**config.mk**
```make
export PLATFORM = sky130hd
export DESIGN_NAME = length_prefixed_frame_receiver_core
export DESIGN_NICKNAME = d
export VERILOG_FILES = /design/src/hdl/lpfr_pkg.sv /design/src/hdl/length_prefixed_frame_receiver_core.sv /design/src/hdl/lpfr_frame_tracker.sv
export VERILOG_INCLUDE_DIRS = /design/src /design/src/hdl
export SDC_FILE = /design/constraint.sdc
export NUM_CORES = 1
export LEC_CHECK = 0
export CAP_MARGIN = 30
export CORE_MARGIN = 2
export CORE_UTILIZATION = 40
export CTS_BUF_LIST = sky130_fd_sc_hd__clkbuf_2 sky130_fd_sc_hd__clkbuf_4 sky130_fd_sc_hd__clkbuf_8
export CTS_CLUSTER_DIAMETER = 100
export DETAILED_ROUTE_END_ITERATION = 7
export DONT_BUFFER_PORTS = 1
export GPL_TIMING_DRIVEN = 1
export MAX_ROUTING_LAYER = met4
export PLACE_DENSITY = 0.65
export SETUP_SLACK_MARGIN = 0.05
export SLEW_MARGIN = 10
export SYNTH_ARGS = -nofsm -noshare
export SYNTH_HDL_FRONTEND = slang
export SYNTH_HIERARCHICAL = 1
export SYNTH_SLANG_ARGS = --single-unit
```
**constraint.sdc**
```tcl
create_clock -name clk_i -period 8.05 [get_ports clk_i]
set_clock_uncertainty 0.2 [all_clocks]
set_input_delay 1.61 -clock clk_i [delete_from_list [all_inputs] [get_ports clk_i]]
set_output_delay 1.61 -clock clk_i [all_outputs]
set_load 0.005 [all_outputs]
```
**src/hdl/assert_macros.svh**
```systemverilog
// Assertion helpers used by the RTL frame tracker.
// Each macro wraps a concurrent assertion clocked on clk_i and disabled in reset.
`ifndef ASSERT_MACROS_SVH
`define ASSERT_MACROS_SVH

// Plain property checked at every rising clock edge outside reset.
`define ASSERT_PROP(label, prop, msg) \
  label: assert property (@(posedge clk_i) disable iff (!rst_ni) (prop)) else $error(msg);

// Implication checked on the next cycle after the antecedent holds.
`define ASSERT_NEXT(label, ante, cons, msg) \
  label: assert property (@(posedge clk_i) disable iff (!rst_ni) (ante) |=> (cons)) \
    else $error(msg);

`endif

```
**src/hdl/lpfr_pkg.sv**
```systemverilog
package lpfr_pkg;

  localparam int unsigned BYTE_W   = 8;
  localparam int unsigned INDEX_W  = 9;
  localparam int unsigned SUM_W    = 16;
  localparam int unsigned TICK_W   = 16;

  // Header is two command bytes plus the length byte; checksum adds two more.
  localparam logic [INDEX_W-1:0] LEN_BYTE_IDX  = 9'd2;
  localparam logic [INDEX_W-1:0] MIN_FRAME_LEN = 9'd5;

  localparam logic [TICK_W-1:0] TIMEOUT_RESET = 16'd100;
  localparam logic [TICK_W-1:0] TICK_MAX      = 16'hFFFF;

  // Input operation codes.
  localparam logic OP_BYTE = 1'b0;
  localparam logic OP_TICK = 1'b1;

  // Result kind codes.
  localparam logic KIND_BYTE    = 1'b0;
  localparam logic KIND_TIMEOUT = 1'b1;

  typedef struct packed {
    logic               kind;
    logic [BYTE_W-1:0]  byte_value;
    logic [INDEX_W-1:0] byte_index;
    logic               is_last;
    logic               checksum_ok;
  } lpfr_result_t;

endpackage

```
**src/hdl/length_prefixed_frame_receiver_core.sv**
```systemverilog
// Length-prefixed frame receiver with a 16-bit additive checksum.
// Input channel (in_valid_i/in_ready_o): each transaction is either a received
// byte (operation_i = byte code, rx_byte_i holds it) or one timer tick.
// Output channel (out_valid_o/out_ready_i): one transaction per received byte,
// giving its index in the frame, a last-byte mark and the checksum verdict, plus
// one timeout transaction when a frame is aborted after too many idle ticks.
// Ticks while no frame is in progress produce nothing.
// Configuration channel (cfg_valid_i/cfg_ready_o): writes timeout_ticks; it is
// always ready and should only be written while the receiver is idle.
// An accepted input transaction is held in the input register and, once the frame
// state update has run on it, in the output register.
// Throughput: one input transaction per cycle while the output is not stalled,
// set by the single frame state update between the input and output registers.
// When the downstream stalls, the output register holds its result and the
// input register holds one more item; the input then deasserts ready.
// Reset empties both pipeline registers by clearing their valid bits, clears the
// frame state, and sets the timeout to 100 ticks.
module length_prefixed_frame_receiver_core (
  input  logic                          clk_i,
  input  logic                          rst_ni,
  input  logic                          in_valid_i,
  output logic                          in_ready_o,
  input  logic                          operation_i,
  input  logic [lpfr_pkg::BYTE_W-1:0]   rx_byte_i,
  output logic                          out_valid_o,
  input  logic                          out_ready_i,
  output logic                          kind_o,
  output logic [lpfr_pkg::BYTE_W-1:0]   byte_value_o,
  output logic [lpfr_pkg::INDEX_W-1:0]  byte_index_o,
  output logic                          is_last_o,
  output logic                          checksum_ok_o,
  input  logic                          cfg_valid_i,
  output logic                          cfg_ready_o,
  input  logic [lpfr_pkg::TICK_W-1:0]   cfg_timeout_ticks_i
);
  import lpfr_pkg::*;

  // Input register stage.
  logic              in_valid_q;
  logic              op_q;
  logic [BYTE_W-1:0] byte_q;

  // Output register stage.
  logic         out_valid_q;
  lpfr_result_t out_q;

  logic [TICK_W-1:0] timeout_ticks_q;

  logic         advance;
  logic         res_valid;
  lpfr_result_t res;

  // The input stage moves on whenever the output register is free or being
  // drained this cycle; an item that yields no result moves on the same way.
  assign advance    = in_valid_q && (!out_valid_q || out_ready_i);
  assign in_ready_o = !in_valid_q || advance;
  assign cfg_ready_o = 1'b1;

  always_ff @(posedge clk_i or negedge rst_ni) begin
    if (!rst_ni) begin
      in_valid_q <= 1'b0;
    end else if (in_ready_o) begin
      in_valid_q <= in_valid_i;
    end
  end

  always_ff @(posedge clk_i) begin
    if (in_ready_o && in_valid_i) begin
      op_q   <= operation_i;
      byte_q <= rx_byte_i;
    end
  end

  always_ff @(posedge clk_i or negedge rst_ni) begin
    if (!rst_ni) begin
      timeout_ticks_q <= TIMEOUT_RESET;
    end else if (cfg_valid_i && cfg_ready_o) begin
      timeout_ticks_q <= cfg_timeout_ticks_i;
    end
  end

  lpfr_frame_tracker u_tracker (
    .clk_i           (clk_i),
    .rst_ni          (rst_ni),
    .step_i          (advance),
    .op_i            (op_q),
    .byte_i          (byte_q),
    .timeout_ticks_i (timeout_ticks_q),
    .res_valid_o     (res_valid),
    .res_o           (res)
  );

  // The output register is refilled on a step that yields a result and
  // emptied when its transaction completes without a replacement.
  always_ff @(posedge clk_i or negedge rst_ni) begin
    if (!rst_ni) begin
      out_valid_q <= 1'b0;
    end else if (advance && res_valid) begin
      out_valid_q <= 1'b1;
    end else if (out_ready_i) begin
      out_valid_q <= 1'b0;
    end
  end

  always_ff @(posedge clk_i) begin
    if (advance && res_valid) begin
      out_q <= res;
    end
  end

  assign out_valid_o   = out_valid_q;
  assign kind_o        = out_q.kind;
  assign byte_value_o  = out_q.byte_value;
  assign byte_index_o  = out_q.byte_index;
  assign is_last_o     = out_q.is_last;
  assign checksum_ok_o = out_q.checksum_ok;

endmodule

```
**src/hdl/lpfr_frame_tracker.sv**
```systemverilog
`include "assert_macros.svh"

module lpfr_frame_tracker (
  input  logic                                clk_i,
  input  logic                                rst_ni,
  input  logic                                step_i,
  input  logic                                op_i,
  input  logic [lpfr_pkg::BYTE_W-1:0]         byte_i,
  input  logic [lpfr_pkg::TICK_W-1:0]         timeout_ticks_i,
  output logic                                res_valid_o,
  output lpfr_pkg::lpfr_result_t              res_o
);
  import lpfr_pkg::*;

  logic [INDEX_W-1:0] byte_count_q, byte_count_d;
  logic [INDEX_W-1:0] expected_total_q, expected_total_d;
  logic [SUM_W-1:0]   running_sum_q, running_sum_d;
  logic [BYTE_W-1:0]  checksum_high_q, checksum_high_d;
  logic [TICK_W-1:0]  idle_ticks_q, idle_ticks_d;

  logic [INDEX_W-1:0] exp_eff;
  logic [INDEX_W:0]   idx_plus2;
  logic [INDEX_W:0]   exp_wide;
  logic [TICK_W-1:0]  idle_inc;
  logic [SUM_W-1:0]   got_sum;
  logic               in_frame;
  logic               timed_out;
  logic               is_sum_byte;
  logic               is_hi_byte;

  assign in_frame  = (byte_count_q != '0);
  assign exp_eff   = (byte_count_q == LEN_BYTE_IDX)
                     ? MIN_FRAME_LEN + INDEX_W'(byte_i) : expected_total_q;
  assign idx_plus2 = {1'b0, byte_count_q} + (INDEX_W+1)'(2);
  assign exp_wide  = {1'b0, exp_eff};
  assign is_sum_byte = (idx_plus2 < exp_wide);
  assign is_hi_byte  = (idx_plus2 == exp_wide);
  assign idle_inc  = (idle_ticks_q == TICK_MAX) ? idle_ticks_q : idle_ticks_q + TICK_W'(1);
  assign timed_out = in_frame && (idle_inc >= timeout_ticks_i);
  assign got_sum   = {checksum_high_q, byte_i};

  always_comb begin
    byte_count_d     = byte_count_q;
    expected_total_d = expected_total_q;
    running_sum_d    = running_sum_q;
    checksum_high_d  = checksum_high_q;
    idle_ticks_d     = idle_ticks_q;
    res_valid_o      = 1'b0;
    res_o            = '0;

    unique case (op_i)
      OP_TICK: begin
        if (in_frame) begin
          if (timed_out) begin
            res_valid_o      = 1'b1;
            res_o.kind       = KIND_TIMEOUT;
            byte_count_d     = '0;
            expected_total_d = MIN_FRAME_LEN;
            running_sum_d    = '0;
            checksum_high_d  = '0;
            idle_ticks_d     = '0;
          end else begin
            idle_ticks_d = idle_inc;
          end
        end
      end
      OP_BYTE: begin
        res_valid_o       = 1'b1;
        res_o.kind        = KIND_BYTE;
        res_o.byte_value  = byte_i;
        res_o.byte_index  = byte_count_q;
        idle_ticks_d      = '0;
        expected_total_d  = exp_eff;
        byte_count_d      = byte_count_q + INDEX_W'(1);
        priority if (is_sum_byte) begin
          running_sum_d = running_sum_q + SUM_W'(byte_i);
        end else if (is_hi_byte) begin
          checksum_high_d = byte_i;
        end else begin
          res_o.is_last     = 1'b1;
          res_o.checksum_ok = (got_sum == running_sum_q);
          byte_count_d      = '0;
          expected_total_d  = MIN_FRAME_LEN;
          running_sum_d     = '0;
          checksum_high_d   = '0;
        end
      end
      default: ;
    endcase
  end

  always_ff @(posedge clk_i or negedge rst_ni) begin
    if (!rst_ni) begin
      byte_count_q     <= '0;
      expected_total_q <= MIN_FRAME_LEN;
      running_sum_q    <= '0;
      checksum_high_q  <= '0;
      idle_ticks_q     <= '0;
    end else if (step_i) begin
      byte_count_q     <= byte_count_d;
      expected_total_q <= expected_total_d;
      running_sum_q    <= running_sum_d;
      checksum_high_q  <= checksum_high_d;
      idle_ticks_q     <= idle_ticks_d;
    end
  end

  // The position inside a frame always stays short of the frame length.
  `ASSERT_PROP(a_count_below_total, byte_count_q < expected_total_q,
               "byte count reached the frame length")
  // Outside a frame the tick counter is kept at zero.
  `ASSERT_PROP(a_idle_clear_outside, (byte_count_q != '0) || (idle_ticks_q == '0),
               "idle ticks counted outside a frame")
  // A timeout or a closing byte leaves the tracker between frames.
  `ASSERT_NEXT(a_frame_closes,
               step_i && res_valid_o && (res_o.is_last || res_o.kind == KIND_TIMEOUT),
               byte_count_q == '0 && expected_total_q == MIN_FRAME_LEN,
               "frame state not cleared after frame end")

endmodule

```
# Yosys cells after proc, flatten, opt, wreduce, memory -nomap -nowiden
# Cells that the tools add are included.
# totals
rom_bits	0
ram_bits	0
elab_cells	79
memories	0
reg_bits	105
output_inout_bits	23
latchBits	0
input_bits	30
# classes
div_mod_pow	0
n_mul	0
n_eq_ne	8
addsub	5
order_cmp	2
shift	0
reduce_logical	16
mux	32
bitwise_logic	1
# op_table
op	count
16-bit two-way mux	7
9-bit two-way mux	9
16-bit one-hot mux with 2 select lines	2
9-bit one-hot mux with 2 select lines	2
8-bit two-way mux	4
16-bit by 1-bit adder with 16-bit output (second input constant)	1
16-bit by 8-bit adder with 16-bit output	1
16-bit equality test	1
16-bit equality test (second input constant)	1
16-bit >= comparator	1
8-bit one-hot mux with 2 select lines	1
9-bit by 2-bit adder with 10-bit output (second input constant)	1
10-bit by 9-bit equality test with 1-bit output	1
10-bit by 9-bit less-than comparator with 1-bit output	1
3-bit by 8-bit adder with 9-bit output (first input constant)	1
9-bit by 1-bit adder with 9-bit output (second input constant)	1
9-bit by 2-bit equality test with 1-bit output (second input constant)	1
9-bit nonzero test	1
4-bit AND reduction	2
1-bit logical AND	4
1-bit two-way mux	4
2-bit by 1-bit inequality test with 1-bit output (second input constant)	2
1-bit one-hot mux with 2 select lines	2
3-bit by 2-bit inequality test with 1-bit output (second input constant)	1
other kinds (10)	12

# Logic depth before layout (Yosys ltp)
# Gate-level depths: netlist of the first run.
# logic_depth
word_depth	9
mapped_depth	18

# Cells and area by module
# Netlist of the first run, hierarchy kept.
# modules_own_cells
mod	n_inst	cells_per_inst	seq_area_each_um2	area_each_um2
lpfr_frame_tracker	1	554	1453.9	4724.5
length_prefixed_frame_receiver_core	1	75	1325.0	1631.6

# Worst setup path before layout of the first run
# OpenSTA, ideal clock, no wires.
# synth_path
kind	register to register
startpoint	reg u_tracker.idle_ticks_q[0]
endpoint	reg out_q, in the netlist byte_index_o[0], enable pin
setup_slack_ns	3.180
synth_period_minus_slack_ns	4.870
arrival_ns	4.271
stages_incl_launch_ff	18
n_path_buf	2
t_required_ns	7.451
cell_sequence	dfrtp_1 -> ha_1 -> nand2_1 -> or3_1 -> or2_0 -> clkbuf_1 -> and3_1 -> nor2_1 -> ha_1 -> nand4_2 -> or3_4 -> a2111oi_4 -> or3b_1 -> a21oi_2 -> inv_2 -> buf_2 -> nand2_1 -> nor2b_1
# synth_between
elab_chain_len	8
elab_cells_between_ends	9
cone_classes	1 x add/sub; 1 x order compare; 1 x eq/ne; 4 x mux; 2 x reduce/logical
# synth_rtl
element	line_no	source
start: declaration	lpfr_frame_tracker.sv:19	logic [TICK_W-1:0] idle_ticks_q, idle_ticks_d;
start signal: assignment	lpfr_frame_tracker.sv:104	idle_ticks_q <= idle_ticks_d;
16-bit by 1-bit adder with 16-bit output or 16-bit equality test (tied branches)	lpfr_frame_tracker.sv:38	assign idle_inc = (idle_ticks_q == TICK_MAX) ? idle_ticks_q : idle_ticks_q + TICK_W'(1);
16-bit two-way mux *	lpfr_frame_tracker.sv:38	
16-bit >= comparator *	lpfr_frame_tracker.sv:39	assign timed_out = in_frame && (idle_inc >= timeout_ticks_i);
1-bit logical AND *	lpfr_frame_tracker.sv:39	
1-bit two-way mux *	lpfr_frame_tracker.sv:54	if (timed_out) begin
1-bit two-way mux *	lpfr_frame_tracker.sv:53	if (in_frame) begin
1-bit one-hot mux with 2 select lines *	lpfr_frame_tracker.sv:51	unique case (op_i)
net res_valid	length_prefixed_frame_receiver_core.sv:50	logic res_valid;
1-bit logical AND *	length_prefixed_frame_receiver_core.sv:106	if (advance && res_valid) begin
end signal: assignment	length_prefixed_frame_receiver_core.sv:107	out_q <= res;
end: declaration	length_prefixed_frame_receiver_core.sv:45	lpfr_result_t out_q;
# Mark *: on every way through the listed nets, which the timed path passes. The rest lies on a longest branch.
# A chain may end at the register's enable or synchronous reset.

# Final worst setup path of the first run
# layout_path
startpoint	reg u_tracker.idle_ticks_q[0]
endpoint	reg out_q, in the netlist kind_o, enable pin
# Same word-level chain as after synthesis.

==> results of run 1 <==
[power groups by stage]
stage	sequential, W	combinational [W]	clock, W
2_1_floorplan	0.000712	0.000529	0
3_3_place_gp	0.000757	0.000594	0
3_5_place_dp	0.000763	0.000620	0
4_1_cts	0.000752	0.000623	0.000377
5_1_grt	0.000772	0.000702	0.000395
6_report	0.000753	0.000623	0.000362
[flip-flops by register name, summed over array words and instances (netlist names), 8 cells and up]
register                    cells
u_tracker/running_sum_q        16
byte_index_o                    9
u_tracker/expected_total_q      9
u_tracker/idle_ticks_q         16
u_tracker/checksum_high_q       8
u_tracker/byte_count_q          9
byte_value_o                    8
timeout_ticks_q                16
byte_q                          8
[worst register-to-register path: stages (launching register included)]
cell and delay, ns:
sky130_fd_sc_hd__dfrtp_1 0.48, sky130_fd_sc_hd__ha_1 0.26, sky130_fd_sc_hd__nand2_1 0.16, sky130_fd_sc_hd__or3_1 0.45, sky130_fd_sc_hd__or2_0 0.33, sky130_fd_sc_hd__and3_1 0.23
sky130_fd_sc_hd__nor2_1 0.10, sky130_fd_sc_hd__ha_1 0.16, sky130_fd_sc_hd__nand4_2 0.12, sky130_fd_sc_hd__or3_4 0.42, sky130_fd_sc_hd__a21oi_1 0.35, sky130_fd_sc_hd__or3b_1 0.25
sky130_fd_sc_hd__a21oi_2 0.08, sky130_fd_sc_hd__inv_2 0.25, sky130_fd_sc_hd__nand2_1 0.13, sky130_fd_sc_hd__nor2b_2 0.45, sky130_fd_sc_hd__buf_8 0.23
[cell families (layout without fill, tap and decap cells)]
family | Yosys count | count (layout) | synth area share, %
buf+inv | 53 | 45 | 4.41
compound gates | 157 | 157 | 17.1
flops | 105 | 105 | 43.7
simple gates | 223 | 223 | 18.6
fa+ha+maj | 40 | 40 | 7.99
xor+xnor | 32 | 32 | 4.41
mux | 18 | 18 | 3.74
other cells | 1 | 1 | 0.0590
[how the worst max path moves through the flow]
| stage | from | endpoint |
|---|---|---|
| 2_1_floorplan | u_tracker/idle_ticks_q[0] | byte_index_o[0] |
| 3_3_place_gp | u_tracker/idle_ticks_q[0] | byte_index_o[8] |
| 3_5_place_dp | u_tracker/idle_ticks_q[0] | byte_index_o[8] |
| 4_1_cts | u_tracker/idle_ticks_q[0] | byte_value_o[6] |
| 5_1_grt | u_tracker/idle_ticks_q[0] | byte_value_o[7] |
| 6_report | u_tracker/idle_ticks_q[0] | kind_o |
[per-layer routing]
metal	share of wire [%]	vias up	track usage (%)	wire [um]
met3	4.7	25	4.72	661
met1	44	2288	21.8	6140
met4	2.1	0	5.82	292
li1	-	2258	-	-
met2	49	131	28.9	6840
met5	0	-	-	0
[through the flow]
step | hold slack (ns) | utilization (%) | setup slack, ns | std cells | total power (W)
after floorplan | 0.240 | - | 3.18 | 629 | 0.00124
after global placement | 0.247 | 41.2 | 2.99 | 819 | 0.00135
after detailed placement | 0.253 | 41.3 | 3.10 | 821 | 0.00138
after global routing | 0.290 | 42.7 | 2.76 | 837 | 0.00187
after CTS | 0.269 | 42.7 | 3.07 | 837 | 0.00175
final | 0.265 | 42.7 | 3.10 | 837 | 0.00174
[cell type report]
type / instances / area [um^2]
clock buffers: 9 / 124
clock inverters: 7 / 100
fillers: 1516 / 9000
inverters: 25 / 93.8
multi-input cells: 471 / 3310
flip-flops and latches: 105 / 2780
well taps: 216 / 270
repair buffers: 4 / 41.3
[layout by cell type (no fill, tap or decap), types with 11 or more instances in the layout]
master                     instances
sky130_fd_sc_hd__dfrtp_1          71
sky130_fd_sc_hd__nand2_1          63
sky130_fd_sc_hd__ha_1             39
sky130_fd_sc_hd__a21oi_1          34
sky130_fd_sc_hd__nor2_1           34
sky130_fd_sc_hd__nand3_1          30
sky130_fd_sc_hd__edfxtp_1         29
sky130_fd_sc_hd__o21ai_0          29
sky130_fd_sc_hd__inv_1            24
sky130_fd_sc_hd__xnor2_1          23
sky130_fd_sc_hd__nor2b_1          18
sky130_fd_sc_hd__o21ai_1          18
sky130_fd_sc_hd__nor3_1           12
sky130_fd_sc_hd__and3_1           11
==> qor_table.md, run 1 <==
| Group | Item | Value |
|:---|:---|:---|
| run status | Run status | finished, final reports clean |
| synthesis | Number of synthesized flops with an enable pin | 29 |
| setup path | Count of cell instances traversed by the critical path | 16 |
| setup path | Worst Path Class, Setup | reg -> reg |
| floorplan | Initial core utilization | 40.5% |
| floorplan | Core Area | 15700 um^2 |
| detailed routing | Total DRC errors in the routed layout | 0 |
| setup path | WP data arrival | 4.86 ns |
| floorplan | Total die area | 16900 um^2 |
| global route | Via count of the first global-routing pass | 4573 |
| power | Power per unit of standard cell area | 259 nW/um^2 |
| sta | Max-slew headroom | 38.1% |
| sta | Setup TNS | 0 ns |
| power | Leakage Power | 2.76 nW |
| detailed routing | Post-DR wirelength/cell | 16.6 um |
| global route | GR Overflow Total | 0 |
| setup path | Total buffers and inverters traversed by the critical path | 2 |
| setup path | Setup slack on the worst flop-to-flop path | 3.10 ns |
| synthesis | Cell count after synthesis | 629 |
| placed design | Post-detail-place hpwl | 10.0 mm |
| synthesis | Summed instance area of the synthesized netlist | 6360 um^2 |
| clocking | Cts hold-fix bufs | 0 |
| clocking | Post_cts resized | 0 |
| synthesis | Post-synthesis async set-or-reset flop share | 72.4% |
| clocking | Later-pin clock latency in the skew report | 0.41 ns |
| setup path | Required time reported for the critical path endpoint | 7.97 ns |
| detailed routing | Antenna Violating Nets Remaining | 0 |
| synthesis | Post-synth top area cell | sky130_fd_sc_hd__dfrtp_1 |
| clocking | CTS tree | done |
| sta | Final hold vios | 0 |
| layout | Diodes inserted | 0 |
| global route | Maximum number of pins on one net before global-route repair | 77 |
| power | Clock power frac | 20.8% |
| clocking | Setup Fix Bufs, Post-CTS | 0 |
| placed design | Number of buffer cells added on primary ports | 0 |
| clocking | Inserted Clock Buffers | 9 |
| run | Number of maximum-capacitance violations | 0 |
| clocking | Clock-pin slew on the worst setup and hold paths | 0.11 ns |
| layout | Ratio of cells with drive above 1 in the final layout | 11.0% |
| synthesis | Part of the Yosys area used for sequential elements | 43.7% |
| detailed routing | Via/cell ratio | 5.62 |
| power | Max IR drop VDD | 102 uV |
| sta | Unrepaired setup endpoints after global routing | no |
| min path | WHS Endpoint | u_tracker/expected_total_q[0] |
| synthesis | Number of distinct library cells after synthesis | 78 |
| setup path | CP max stage cell | sky130_fd_sc_hd__dfrtp_1 |
| power | Cell internal power dissipation | 0.00106 W |
| setup path | Crit end category | register |
| min path | Number of cells on the worst hold path | 2 |
| power | Combinational group share of total power | 35.9% |
| sta | Tcrit/Tclk final | 61.4% |
| clocking | H-tree depth reported by CTS | 3 |
| detailed routing | Total wire length after detailed routing | 13.9 mm |
| setup path | Peak fanout along the critical path | 16 |
| clocking | Clock Tree Root | sky130_fd_sc_hd__clkbuf_8 |
| global route | First-pass GRT wire length | 22.8 mm |
| synthesis | #FFs+latches synth | 105 |
| synthesis | Area share of the leading cell type in the synthesized netlist | 28.0% |
| synthesis | Top cells by area in the synthesized netlist | sky130_fd_sc_hd__dfrtp_1 28%, sky130_fd_sc_hd__edfxtp_1 14%, sky130_fd_sc_hd__ha_1 7.7% |
| setup path | Reg2Reg Capture Point | kind_o |
| min path | Hold/Removal Path Class | reg -> reg |
| synthesis | Synthesis Warnings | 6 |
| synthesis | Leading post-synthesis cells by instance count | 71 x sky130_fd_sc_hd__dfrtp_1, 63 x sky130_fd_sc_hd__nand2_1, 39 x sky130_fd_sc_hd__ha_1 |
| detailed routing | Pre-Repair DR Iteration Count | 5 |
| floorplan | Vertical die dimension | 130 um |
| floorplan | Width of the die | 130 um |
| floorplan | Total number of placement rows | 46 |
| setup path | Worst Reg-to-Reg Cells | 16 |
| floorplan | Number of top-level design ports | 53 |
| setup path | Worst R2R Start | u_tracker/idle_ticks_q[0] |
| global route | Overall routing resource usage | 17.8% |
| synthesis | Syn_area_per_cell | 10.1 um^2 |
| setup path | Ordered list of cells on the worst path | ha_1, nand2_1, or3_1, or2_0, and3_1, nor2_1, ha_1, nand4_2, or3_4, a21oi_1, or3b_1, a21oi_2, inv_2, nand2_1, nor2b_2, buf_8 |
| global route | Number of antenna violations at the first check in global routing | 0 |
| setup path | Category of the worst setup path launch point | register |
| sta | Final Setup Violations | 0 |
| sta | Pin slew with the least headroom to its limit | 0.926 ns |
| placed design | GP Congestion | 0.887 |
| setup path | Kind of cell adding the most delay to the critical path | simple AND/OR/NAND/NOR gates |
| power | Switching component of the power | 0.000679 W |
| detailed routing | Via count | 4702 |
| layout | Synth-to-Final Area Change | 5.67% |
| layout | Net count, final | 686 |
| power | Switching portion of total power | 39.1% |
| placed design | Placed Instance Area | 6490 um^2 |
| sta | Post-layout minimum cycle time | 4.95 ns |
| clocking | Number of sinks on the clock net | 105 |
| sta | FMAX | 202 MHz |
| min path | Hold path startpoint | u_tracker/expected_total_q[0] |
| detailed routing | Detailed Route Iter0 Violations | 309 |
| synthesis | Synthesized netlist net count | 699 |
| synthesis | Most used standard cell by instance count after synthesis | sky130_fd_sc_hd__dfrtp_1 |
| sta | Max Transition Viols Final | 0 |
| power | Sequential share of power | 43.3% |
| layout | Area of all placed cells without fillers | 6720 um^2 |
| clocking | Longest Clk Path Bufs | 2 |
| setup path | Delay of the slowest cell on the worst path | 0.48 ns |
| synthesis | Most used DFF post-synth | sky130_fd_sc_hd__dfrtp_1 |
Power figures use the tool's default switching activity.
==> run 2, diff against run 1 <==
--- a/config.mk
+++ b/config.mk
@@ -15,7 +15,7 @@
 export DONT_BUFFER_PORTS = 1
 export GPL_TIMING_DRIVEN = 1
 export MAX_ROUTING_LAYER = met4
-export PLACE_DENSITY = 0.65
+export PLACE_DENSITY = 0.67
 export SETUP_SLACK_MARGIN = 0.05
 export SLEW_MARGIN = 10
 export SYNTH_ARGS = -nofsm -noshare
==> constraint.sdc (replaced) <==
create_clock -name clk_i -period 4.43 [get_ports clk_i]
set_clock_uncertainty 0.2 [all_clocks]
set_input_delay 0.886 -clock clk_i [delete_from_list [all_inputs] [get_ports clk_i]]
set_output_delay 0.886 -clock clk_i [all_outputs]
set_load 0.005 [all_outputs]
==> run 2 against run 1 <==
Against the previous run: combinational power rose by 88%; non-clock buffer count up 13; flip-flop and latch count unchanged; first-iteration DRC count down 1.3%; die area did not move; global-route usage grew 1.2 points; sequential share of layout area is 0.60 points lower; register-to-register slack lost 2.8 ns; critical endpoint is now u_tracker/checksum_high_q[7].
==> qor_table.md, run 2 (synthesis results as in run 1) <==
| Group | Item | Value |
|:---|:---|:---|
| setup path | Ordered list of cells on the worst path | ha_1, nand2_1, or3_1, or2_0, and3_1, nor2_1, ha_1, nand4_2, or3_4, a2111oi_4, buf_4, o31ai_4, buf_4, or2_1, o21ai_1 |
| setup path | Worst R2R Start | u_tracker/idle_ticks_q[0] |
| sta | Final hold vios | 0 |
| detailed routing | Antenna Violating Nets Remaining | 0 |
| layout | Net count, final | 699 |
| setup path | Worst Reg-to-Reg Cells | 15 |
| setup path | Category of the worst setup path launch point | register |
| global route | Maximum number of pins on one net before global-route repair | 72 |
| clocking | Clock-pin slew on the worst setup and hold paths | 0.12 ns |
| placed design | Post-detail-place hpwl | 10.5 mm |
| run status | Run status | finished, final reports clean |
| layout | Commonest non-fill, non-tap cell in the layout | sky130_fd_sc_hd__dfrtp_1 |
| detailed routing | Detailed Route Iter0 Violations | 305 |
| global route | First-pass GRT wire length | 24.4 mm |
| setup path | Crit end category | register |
| layout | Ratio of cells with drive above 1 in the final layout | 13.1% |
| layout | Largest registers | timeout_ticks_q: 16 flops, u_tracker/idle_ticks_q: 16 flops, u_tracker/running_sum_q: 16 flops |
| setup path | Worst Path Class, Setup | reg -> reg |
| detailed routing | Via/cell ratio | 5.66 |
| floorplan | Number of top-level design ports | 53 |
| detailed routing | Via count | 4810 |
| floorplan | Initial core utilization | 40.5% |
| floorplan | Core Area | 15700 um^2 |
| sta | Pin slew with the least headroom to its limit | 0.634 ns |
| sta | FMAX | 241 MHz |
| min path | Hold/Removal Path Class | in -> async |
| sta | Final Setup Violations | 0 |
| clocking | Clock Tree Root | sky130_fd_sc_hd__clkbuf_8 |
| power | Power per unit of standard cell area | 462 nW/um^2 |
| placed design | Number of buffer cells added on primary ports | 0 |
| setup path | WP data arrival | 4.28 ns |
| setup path | CP max stage cell | sky130_fd_sc_hd__dfrtp_2 |
| clocking | Longest Clk Path Bufs | 2 |
| floorplan | Vertical die dimension | 130 um |
| sta | Max Transition Viols Final | 0 |
| sta | Post-layout minimum cycle time | 4.15 ns |
| placed design | GP Congestion | 0.866 |
| clocking | CTS tree | done |
| detailed routing | Pre-Repair DR Iteration Count | 5 |
| global route | GR Overflow Total | 0 |
| global route | Overall routing resource usage | 19.1% |
| power | Max IR drop VDD | 239 uV |
| floorplan | Width of the die | 130 um |
| run | Number of maximum-capacitance violations | 0 |
| detailed routing | Post-DR wirelength/cell | 17.1 um |
| setup path | Startpoint of the worst setup timing path | u_tracker/idle_ticks_q[0] |
| power | Leakage Power | 2.83 nW |
| setup path | Delay of the slowest cell on the worst path | 0.44 ns |
| layout | Final Core Density | 43.4% |
| global route | Via count of the first global-routing pass | 4850 |
| clocking | H-tree depth reported by CTS | 3 |
| sta | Tcrit/Tclk final | 93.6% |
| setup path | Required time reported for the critical path endpoint | 4.56 ns |
| sta | Unrepaired setup endpoints after global routing | no |
| floorplan | Total number of placement rows | 46 |
| sta | Setup TNS | 0 ns |
| sta | Max-slew headroom | 57.6% |
| clocking | Later-pin clock latency in the skew report | 0.40 ns |
| layout | Diodes inserted | 0 |
| layout | Synth-to-Final Area Change | 7.28% |
| global route | Number of antenna violations at the first check in global routing | 0 |
| setup path | Peak fanout along the critical path | 9 |
| floorplan | Total die area | 16900 um^2 |
| layout | Commonest cells after routing, fill and taps aside | 70 x sky130_fd_sc_hd__dfrtp_1, 63 x sky130_fd_sc_hd__nand2_1, 39 x sky130_fd_sc_hd__ha_1 |
| clocking | Inserted Clock Buffers | 9 |
| detailed routing | Total wire length after detailed routing | 14.6 mm |
| clocking | Number of sinks on the clock net | 105 |
| detailed routing | Total DRC errors in the routed layout | 0 |
==> run 2: cell types whose count changed in the layout (fill, tap and decap cells not counted), sizes merged <==
| cell | change |
|---|---|
| bufinv | -1 |
| clkbuf | +1 |
| clkinv | -1 |
| buf | +13 |
| inv | +1 |
==> run 2: cell type report <==
class,count,area (um^2)
well taps,216,270
fillers,1456,8890
inverters,25,93.8
clock buffers,10,138
flip-flops and latches,105,2780
multi-input cells,471,3320
clock inverters,6,60.1
repair buffers,17,160
==> run 2: power breakdown <==
group	switching (W)	internal (W)	total [W]	leakage (nW)
combinational	0.000670	0.000500	0.00117	1.47
clock	0.000371	0.000233	0.000604	0.102
sequential	0.000211	0.00116	0.00138	1.25
total	0.00125	0.00190	0.00315	2.83
==> run 2: path summary, 6_finish.rpt <==
kind                                            endpoint  slack (ns)
setup reg to reg            u_tracker/checksum_high_q[7]        0.28
min in group clk_i         u_tracker/expected_total_q[0]        0.29
hold / removal             u_tracker/expected_total_q[0]        0.12
max in group asynchronous      u_tracker/idle_ticks_q[0]        3.54
setup / recovery            u_tracker/checksum_high_q[7]        0.28
hold reg to reg            u_tracker/expected_total_q[0]        0.29
==> run 2: repair_timing <==
item | CTS | global route
hold buffers | 1 | 0
setup endpoints to repair | 0 | 21
hold endpoints to repair | 71 | 0
gates resized for setup | 0 | 2
buffers inserted | 0 | 2
==> run 2: metrics by stage <==
stage / worst slack [ns] / area (um^2) / hold slack (ns) / cells / total power (W)
final: 0.283 / 6820 / 0.118 / 850 / 0.00315
after global routing: 0.0507 / 6820 / 0.0850 / 850 / 0.00339
after CTS: 0.211 / 6800 / 0.0922 / 848 / 0.00317
after detailed placement: 0.221 / 6570 / 0.254 / 831 / 0.00254
after global placement: 0.355 / 6570 / 0.248 / 831 / 0.00248
after floorplan: 0.128 / 6360 / 0.240 / 629 / 0.00226
==> run 2: critical path, delay by kind of cell, from the launching register on <==
family,cells,cell delay [ns]
AO/OA/AOI/OAI,3,0.59
adder cells (fa/ha/maj),2,0.40
buffers and inverters,2,0.40
flip-flops,1,0.44
AND/OR/NAND/NOR,8,2.05
==> run 2: metal layers <==
metal	GRT usage [%]	wire [um]
met1	22.9	6230
met2	31.6	7280
met3	4.43	719
met4	6.77	351
met5	-	0
